File: src/rtl/core/hashed_id_to_slot_map_macros.svh
// Assertion macros of the hashed id to slot map RTL, used by its datapath.
`ifndef HASHED_ID_TO_SLOT_MAP_MACROS_SVH
`define HASHED_ID_TO_SLOT_MAP_MACROS_SVH

// Consequent must hold in the same cycle as the antecedent.
`define HISM_ASSERT_SAME(name, clk, rst_n, ante, cons, msg) \
    name: assert property (@(posedge clk) disable iff (!rst_n) (ante) |-> (cons)) \
        else $error(msg);

// Consequent must hold in the cycle after the antecedent.
`define HISM_ASSERT_NEXT(name, clk, rst_n, ante, cons, msg) \
    name: assert property (@(posedge clk) disable iff (!rst_n) (ante) |=> (cons)) \
        else $error(msg);

`endif

File: src/rtl/core/hism_pkg.sv
// Package with shared types and constants of the hashed id to slot map.
`default_nettype none

package hism_pkg;

    localparam int KEY_W    = 32;
    localparam int ENTRY_W  = 6;
    localparam int STATUS_W = 2;

    // Hash finalizer multipliers
    localparam logic [KEY_W-1:0] MIX_C1 = 32'h85eb_ca6b;
    localparam logic [KEY_W-1:0] MIX_C2 = 32'hc2b2_ae35;

    // Slot reduction for non power-of-two slot counts: hash bits per digit and digit steps
    localparam int MOD_DIGIT_W = 8;
    localparam int MOD_STEPS   = KEY_W / MOD_DIGIT_W;
    localparam int MOD_CNT_W   = $clog2(MOD_STEPS);

    // Request command codes
    localparam logic CMD_INSERT = 1'b0;
    localparam logic CMD_FIND   = 1'b1;

    // Result status codes
    localparam logic [STATUS_W-1:0] ST_FOUND    = 2'd0;
    localparam logic [STATUS_W-1:0] ST_INSERTED = 2'd1;
    localparam logic [STATUS_W-1:0] ST_MISSING  = 2'd2;
    localparam logic [STATUS_W-1:0] ST_FULL     = 2'd3;

    typedef enum logic [7:0] {
        S_CLEAR = 8'b0000_0001,
        S_IDLE  = 8'b0000_0010,
        S_MUL1  = 8'b0000_0100,
        S_MUL2  = 8'b0000_1000,
        S_MOD   = 8'b0001_0000,
        S_READ  = 8'b0010_0000,
        S_CHECK = 8'b0100_0000,
        S_EMIT  = 8'b1000_0000
    } t_state;

    // Commands from the controller to the datapath
    typedef struct packed {
        logic ready;
        logic accept;
        logic mul1;
        logic mul2;
        logic mod_step;
        logic probe_next;
        logic insert;
        logic finish;
        logic refuse;
        logic emit;
        logic clear_step;
    } t_cmd;

    // Status from the datapath to the controller
    typedef struct packed {
        logic clear_last;
        logic refuse_in;
        logic mod_done;
        logic hit;
        logic empty;
        logic last_try;
        logic find;
        logic out_free;
    } t_sts;

endpackage

`default_nettype wire

File: src/rtl/core/hism_ctrl.sv
// Controller state machine of the hashed id to slot map.
`default_nettype none

module hism_ctrl
    import hism_pkg::*;
(
    input  wire logic i_clk,
    input  wire logic i_rst_n,
    input  wire logic i_valid,
    input  wire t_sts i_sts,
    output t_cmd      o_cmd
);

    t_state r_state;
    t_state n_state;

    // Hold state, restart with the slot clearing pass
    always_ff @(posedge i_clk) begin
        if (!i_rst_n) begin
            r_state <= S_CLEAR;
        end else begin
            r_state <= n_state;
        end
    end

    // Decode state and status into commands
    always_comb begin
        n_state = r_state;
        o_cmd   = '0;
        unique case (r_state)
            S_CLEAR: begin
                o_cmd.clear_step = 1'b1;
                if (i_sts.clear_last) begin
                    n_state = S_IDLE;
                end
            end
            S_IDLE: begin
                o_cmd.ready = 1'b1;
                if (i_valid) begin
                    o_cmd.accept = 1'b1;
                    if (i_sts.refuse_in) begin
                        o_cmd.finish = 1'b1;
                        o_cmd.refuse = 1'b1;
                        n_state      = i_sts.out_free ? S_IDLE : S_EMIT;
                    end else begin
                        n_state = S_MUL1;
                    end
                end
            end
            S_MUL1: begin
                o_cmd.mul1 = 1'b1;
                n_state    = S_MUL2;
            end
            S_MUL2: begin
                o_cmd.mul2 = 1'b1;
                n_state    = S_MOD;
            end
            S_MOD: begin
                o_cmd.mod_step = 1'b1;
                if (i_sts.mod_done) begin
                    n_state = S_READ;
                end
            end
            S_READ: begin
                n_state = S_CHECK;
            end
            S_CHECK: begin
                if (i_sts.hit || i_sts.empty || i_sts.last_try) begin
                    o_cmd.finish = 1'b1;
                    o_cmd.insert = i_sts.empty && !i_sts.find;
                    n_state      = i_sts.out_free ? S_IDLE : S_EMIT;
                end else begin
                    o_cmd.probe_next = 1'b1;
                end
            end
            S_EMIT: begin
                if (i_sts.out_free) begin
                    o_cmd.emit = 1'b1;
                    n_state    = S_IDLE;
                end
            end
            default: begin
                n_state = S_IDLE;
            end
        endcase
    end

endmodule

`default_nettype wire

File: config.mk
export PLATFORM = sky130hd
export DESIGN_NAME = hism_ctrl
export DESIGN_NICKNAME = d
export VERILOG_FILES = /design/src/rtl/core/hashed_id_to_slot_map_macros.svh /design/src/rtl/core/hism_pkg.sv /design/src/rtl/core/hism_ctrl.sv
export SDC_FILE = /design/constraint.sdc
export NUM_CORES = 1
export LEC_CHECK = 0
export BUFFER_PORTS_ARGS = -buffer_cell sky130_fd_sc_hd__buf_4
export CORE_AREA = 2 2 39 41
export CTS_BUF_LIST = sky130_fd_sc_hd__clkbuf_2 sky130_fd_sc_hd__clkbuf_4 sky130_fd_sc_hd__clkbuf_8
export CTS_CLUSTER_DIAMETER = 120
export DETAILED_ROUTE_END_ITERATION = 16
export DIE_AREA = 0 0 41 43
export PLACE_DENSITY = 0.74
export RECOVER_POWER = 50
export REMOVE_ABC_BUFFERS = 1
export SYNTH_ARGS = -nofsm -noshare
export SYNTH_HDL_FRONTEND = slang
export SYNTH_SLANG_ARGS = --single-unit
File: constraint.sdc
create_clock -name i_clk -period 1.91 [get_ports i_clk]
set_input_delay 0.0955 -clock i_clk [delete_from_list [all_inputs] [get_ports i_clk]]
set_output_delay 0.0955 -clock i_clk [all_outputs]
set_load 0.005 [all_outputs]
# Word level (Yosys, flattened, before mapping)
# Index checks and enable logic that the tools add are counted.
# totals
input_bits	11
out_inout_bits	11
ff_bits	8
# classes
n_reduce_logical	5
n_mux	23
n_eq_ne	13
# ops
cell	n
$pmux 8 s8	1
$mux 8	7
$mux 2	5
$ne 2x2->1 const B	5
$mux 1	9
$eq 8x1->1 const B	1
$eq 8x2->1 const B	1
$eq 8x3->1 const B	1
$eq 8x4->1 const B	1
$eq 8x5->1 const B	1
$eq 8x6->1 const B	1
$eq 8x7->1 const B	1
$eq 8x8->1 const B	1
$reduce_and 5->1	1
$logic_or 1x1->1	2
$pmux 1 s2	1
$logic_and 1x1->1	1
$logic_not 1->1	1

# Logic depth before layout (Yosys ltp)
# Gate-level depths: netlist of run 1.
# logic_depth
depth_word	4
ltp_mapped	6
mapped_depth_nobuf	5

# Worst setup path before layout of run 1
# No wires, ideal clock.
# synth_timing
path_kind	register to register
start	register r_state[4]
end	register r_state[1]
path_stages_with_launch	6
t_arrival_ns	1.786
setup_slack_ns	0.065
setup_ns	0.059
n_path_buf	0
cell_sequence	dfxtp_1 or4_4 or4b_4 a21boi_1 o21ai_2 a22o_1
# synth_between
elab_chain_cells	3
# synth_rtl
item	line	source
start: declaration	hism_ctrl.sv:14	t_state r_state;
start signal: assignment	hism_ctrl.sv:22	r_state <= n_state;
$eq 8x7->1, or another cell as far along	hism_ctrl.sv:30	unique case (r_state)
$ne 2x2->1 (no source line)	n/a	
$reduce_and 5->1 (no source line)	n/a	
# Parallel ways exist; a longest one is shown, timed or not.
# A chain may end at the register's enable or synchronous reset.

==> out/metrics.yaml, run 1 <==
clocking:
  htree_levels: 1
  clock_latency_ps: 260
  clk_pin_slew_ps: 50
  clockBufferDepth: 2
  clockRootBuffer: "clkbuf_4"
  clkSinkCount: 8
  tritoncts: "yes"
  cts_inserted_buffers: 3
setup_path:
  worstPathArrival_ps: 2010
  path_delay_family: "simple AND/OR/NAND/NOR gates"
  cpPeakStageDelay_ps: 550
  crit_fanout: 4
  required_ps: 1810
  cp_cell_sequence: "or4_4 > or4b_4 > and2b_1 > buf_4"
  cp-end-kind: "output pin"
  critPathKind: "flop to output pin"
  cp-start-kind: "flop"
  cpMaxStageDelayCell: "or4_4"
  crit_buf_inv: 1
sta:
  clock.fmax_mhz: 475
  tightest_slew_ps: 484
  timing.final.ws_setup_ps: -195
  skew_ps: 1.29
  fin_crit_ps: 2110
  hold_violations: 0
  slew_violations: 0
  maxSlewHeadroom: 0.674
  setup_violations: 6
  fin_crit_sh: 1.10
  rsz0062_at_grt: "true"
power_and_ir_drop:
  p_leak_nw: 0.428
  vdd_ir_drop_max_uv: 347
  power_mw: 0.431
  power.density_nw_per_um2: 497
finish:
  syn2layout_area_growth_pct: 53.3
  final-instance-count-excl-fill: 115
  final_cell_mix: "buf_4, nor2_1, dfxtp_1, inv_1, clkbuf_4"
  largest_registers: "r_state x8"
  n_antenna_cell: 0
  largest_reg_flops: 8
  nets: 112
  fillers: 119
  layout-drive-gt1-share: 0.495
  final_common_cell: "buf_4"
  fin_area_um2: 867
  regMostFlops: "r_state"
placement:
  gp_congestion: 0.857
  io_buffers: 21
  pre_cts_ws_ps: 25.3
  place_inst: 110
  placed_area_um2: 803
  dp_hpwl_um: 1230
routing:
  num_vias: 684
  drt-total-wl_um: 1630
  drcViolationCount: 0
  drtAntennaViolNets: 0
  vias_per_cell: 5.95
  dr.pass1.iters: 4
  post_drt_wl_per_cell_um: 14.1
  drt_iter0_drc: 10
min_path:
  hold_class: "primary input to flop"
outcome:
  status: "finished, violations left"
  violations: "negative setup slack"
logic_synthesis:
  ys.warnings.count: 0
  ys_seq_area_frac: 0.283
  syn_avg_cell_area_um2: 8.57
  async_reset_ff_frac: 0
  syn-cell-area_um2: 566
  synth_edf_count: 0
  ys_types: 35
  synthCells: 66
  synthFlopType: "dfxtp_1"
  synth_seq_cells: 8
die:
  num_rows: 14
  io_pins: 22
  dieHeight_um: 43
  fp.coreArea_um2: 1380
  fp.dieW_um: 41
  dieArea_um2: 1760
  start_util: 0.409
global_route:
  grtUsageTotal: 0.219
  grt_max_degree: 8
  grt_first_pass_wirelength_um: 2640
  antenna_found_initial: 0
  grt_pass1_vias: 608
  gr-total-overflow: 0
run:
  maxCapViolCount: 0
[final cells by class]
| cell class | count | area [um2] | share of cell area |
|---|---|---|---|
| Tap cell | 16 | 20.0 | 0.0231 |
| Clock buffer | 3 | 22.5 | 0.0260 |
| Timing Repair Buffer | 32 | 244 | 0.281 |
| Multi-Input combinational cell | 52 | 403 | 0.465 |
| Inverter | 4 | 15.0 | 0.0173 |
| Sequential cell | 8 | 163 | 0.188 |
[where the power goes]
| part | internal [mW] | switching [mW] |
|---|---|---|
| logic | 0.0651 | 0.0566 |
| clock network | 0.0721 | 0.0606 |
| registers | 0.173 | 0.00358 |
[cells in the mapped netlist (all sizes together), types with 2 or more instances]
master  number  area [um2]
and2         3        18.8
o21ai        4        23.8
clkbuf       2        7.51
or4          2        18.8
nor4         2        27.5
nor3b        2        15.0
nor2         7        26.3
inv          4        15.0
and3         2        12.5
nor3         4        20.0
o21a         2        15.0
or3          2        12.5
xor2         2        17.5
dfxtp        8         160
nor2b        2        12.5
and3b        2        17.5
[metrics by stage]
step	hold slack, ps	TNS, ps	util
global placement	295	0	0.580
global route	27.4	-1230	0.627
CTS	18.8	-647	0.618
detailed placement	293	0	0.580
floorplan	161	0	-
finish	19.9	-692	0.627
[logic make-up (layout without fill, tap and decap cells)]
logic type | Yosys count | in the layout | share of synthesized area
AO/OA/AOI/OAI | 15 | 15 | 0.215
flip-flops | 8 | 8 | 0.283
AND/OR/NAND/NOR | 35 | 35 | 0.431
XOR/XNOR | 2 | 2 | 0.0310
buffers and inverters | 6 | 39 | 0.0398
[worst paths after layout]
path / slack [ps] / cells past startpoint / from / endpoint
setup / recovery: -200 / 4 / r_state[4] / o_cmd[5]
hold / removal: 20 / 2 / i_sts[6] / r_state[2]
setup reg to reg: -20 / 5 / r_state[2] / r_state[1]
hold reg to reg: 640 / 2 / r_state[1] / r_state[0]
[routing by layer]
layer  up-vias  wire (um)  global-route usage
met5         -          0                   0
li1        317          -                   -
met3         4         75              0.0314
met1       346        659               0.289
met2        17        843               0.334
met4         0         48               0.107
[repair_timing]
action / CTS / global route
buffers inserted: 1 / 1
gates resized for setup: 5 / 6
hold buffers: 0 / 0
endpoints found under the setup margin: 6 / 11
pin swaps: 1 / 3
No activity file was read; power rests on OpenSTA's default activity.
==> run 2, diff against run 1 <==
--- a/config.mk
+++ b/config.mk
@@ -11,7 +11,7 @@
 export CTS_CLUSTER_DIAMETER = 120
 export DETAILED_ROUTE_END_ITERATION = 16
 export DIE_AREA = 0 0 41 43
-export PLACE_DENSITY = 0.74
+export PLACE_DENSITY = 0.71
 export RECOVER_POWER = 50
 export REMOVE_ABC_BUFFERS = 1
 export SYNTH_ARGS = -nofsm -noshare
==> constraint.sdc (replaced) <==
create_clock -name i_clk -period 2.5 [get_ports i_clk]
set_input_delay 0.125 -clock i_clk [delete_from_list [all_inputs] [get_ports i_clk]]
set_output_delay 0.125 -clock i_clk [all_outputs]
set_load 0.005 [all_outputs]
==> run 2 against run 1 <==
  * The run now ends clean
  * Clock power down 20%
  * Final cell count down 9.6%
  * Design area down 14%
  * Largest power group unchanged
  * Highest routed layer unchanged
==> out/metrics.yaml, run 2 (synthesis results as in run 1) <==
finish:
  layout-drive-gt1-share: 0.330  # was 0.495
  final_core_util: 0.541  # was 0.627
  n_antenna_cell: 0  # unchanged
  syn2layout_area_growth_pct: 32.3  # was 53.3%
  fillers: 134  # was 119
  final_cell_mix: "buf_4, dfxtp_1, nor2_1, clkbuf_4"  # was buf_4, nor2_1, dfxtp_1, inv_1, clkbuf_4
  final_common_cell: "buf_4"  # unchanged
  largest_reg_flops: 8  # unchanged
  nets: 101  # was 112
  largest_registers: "r_state x8"  # unchanged
  regMostFlops: "r_state"  # unchanged
placement:
  gp_congestion: 0.749  # was 0.857
  dp_hpwl_um: 1090  # was 1230 um
  io_buffers: 21  # unchanged
clocking:
  clkSinkCount: 8  # unchanged
  clk_pin_slew_ps: 60  # was 50 ps
  clock_latency_ps: 260  # about the same
  cts_inserted_buffers: 3  # unchanged
  htree_levels: 1  # unchanged
  clockRootBuffer: "clkbuf_4"  # unchanged
  cts_resized: 0  # was 5
  tritoncts: "yes"  # unchanged
  clockBufferDepth: 2  # unchanged
  post_cts_buffers: 0  # was 1
  holdBufCountCts: 0  # unchanged
die:
  num_rows: 14  # unchanged
  dieHeight_um: 43  # unchanged
  dieArea_um2: 1760  # unchanged
  start_util: 0.409  # unchanged
  fp.dieW_um: 41  # unchanged
  io_pins: 22  # unchanged
  fp.coreArea_um2: 1380  # unchanged
global_route:
  antenna_found_initial: 0  # unchanged
  grt_max_degree: 9  # was 8
  grt_first_pass_wirelength_um: 2280  # was 2640 um
  grt_pass1_vias: 534  # was 608
  gr-total-overflow: 0  # unchanged
  grtUsageTotal: 0.198  # was 0.219
sta:
  fin_crit_ps: 2270
  skew_ps: 1.39  # was 1.29 ps
  tns_ps: 0  # was -692 ps
  fin_crit_sh: 0.910
  fin_hold_ws_ps: 57.9  # was 19.9 ps
  setup_violations: 0  # was 6
  rsz0062_at_grt: "false"  # was true
  tightest_slew_ps: 454  # was 484 ps
  maxSlewHeadroom: 0.694  # was 0.674
  slew_violations: 0  # unchanged
  hold_violations: 0  # unchanged
  clock.fmax_mhz: 440
power_and_ir_drop:
  power.density_nw_per_um2: 420  # was 497 nW/um2
  p_leak_nw: 0.364  # was 0.428 nW
  vdd_ir_drop_max_uv: 310  # was 347 uV
  power_mw: 0.314  # was 0.431 mW
setup_path:
  critPathKind: "flop to output pin"  # unchanged
  crit_fanout: 7  # was 4
  reg2regPathDepth: 5  # unchanged
  cp-end-kind: "output pin"  # unchanged
  worstPathArrival_ps: 2150  # was 2010 ps
  required_ps: 2380  # was 1810 ps
  cp-start-kind: "flop"  # unchanged
routing:
  drtAntennaViolNets: 0  # unchanged
  drt-total-wl_um: 1390  # was 1630 um
  vias_per_cell: 5.68  # was 5.95
  dr.pass1.iters: 4  # unchanged
  drt_iter0_drc: 10  # unchanged
  maxUsedRoutingLayer: "met4"  # unchanged
  drt-met1-wl_um: 608  # was 659 um
  dr_wl_met2_um: 697  # was 843 um
  num_vias: 591  # was 684
  drcViolationCount: 0  # unchanged
  post_drt_wl_per_cell_um: 13.3  # was 14.1 um
  wl_met3_um: 49  # was 75 um
run:
  maxCapViolCount: 0  # unchanged
min_path:
  hold_class: "primary input to flop"  # unchanged
  worstHoldPathCells: 2  # unchanged
outcome:
  status: "completed"  # was finished, violations left
[run 2: routing by layer]
| layer | GRT usage | up-vias |
|---|---|---|
| met1 | 0.261 | 278 |
| met3 | 0.0471 | 4 |
| met2 | 0.288 | 13 |
| met4 | 0.100 | 0 |
| met5 | 0 | - |
| li1 | - | 296 |
[run 2: area by class of cell]
class	count	area, um2	area share
clock buffers	3	22.5	0.0301
inverters	4	15.0	0.0201
multi-input cells	52	373	0.498
flip-flops and latches	8	160	0.214
repair buffers	21	158	0.211
well taps	16	20.0	0.0268
[run 2: metrics by stage]
step	cells	worst slack [ps]	instance area, um2
floorplan	64	655	558
global placement	101	533	736
detailed placement	101	524	736
CTS	104	247	758
global route	104	116	748
finish	104	225	748
[run 2: worst paths after layout]
check,endpoint,from,slack (ps)
hold reg to reg,r_state[0],r_state[0],560
setup / recovery,o_cmd[1],r_state[4],230
hold / removal,r_state[0],i_sts[7],60
setup reg to reg,r_state[1],r_state[4],430
[run 2: worst max-delay path, cell delays in order, from the launching register on]
cell and delay, ps:
dfxtp_1 370, or4_1 610, or3_1 380, nor3b_1 270
and2_1 170, buf_4 100
[run 2: report_power, final]
part	internal, mW	leakage, nW	switching [mW]
combinational	0.0368	0.285	0.0318
clock	0.0554	0.0138	0.0501
sequential	0.132	0.0652	0.00785
total	0.224	0.364	0.0898
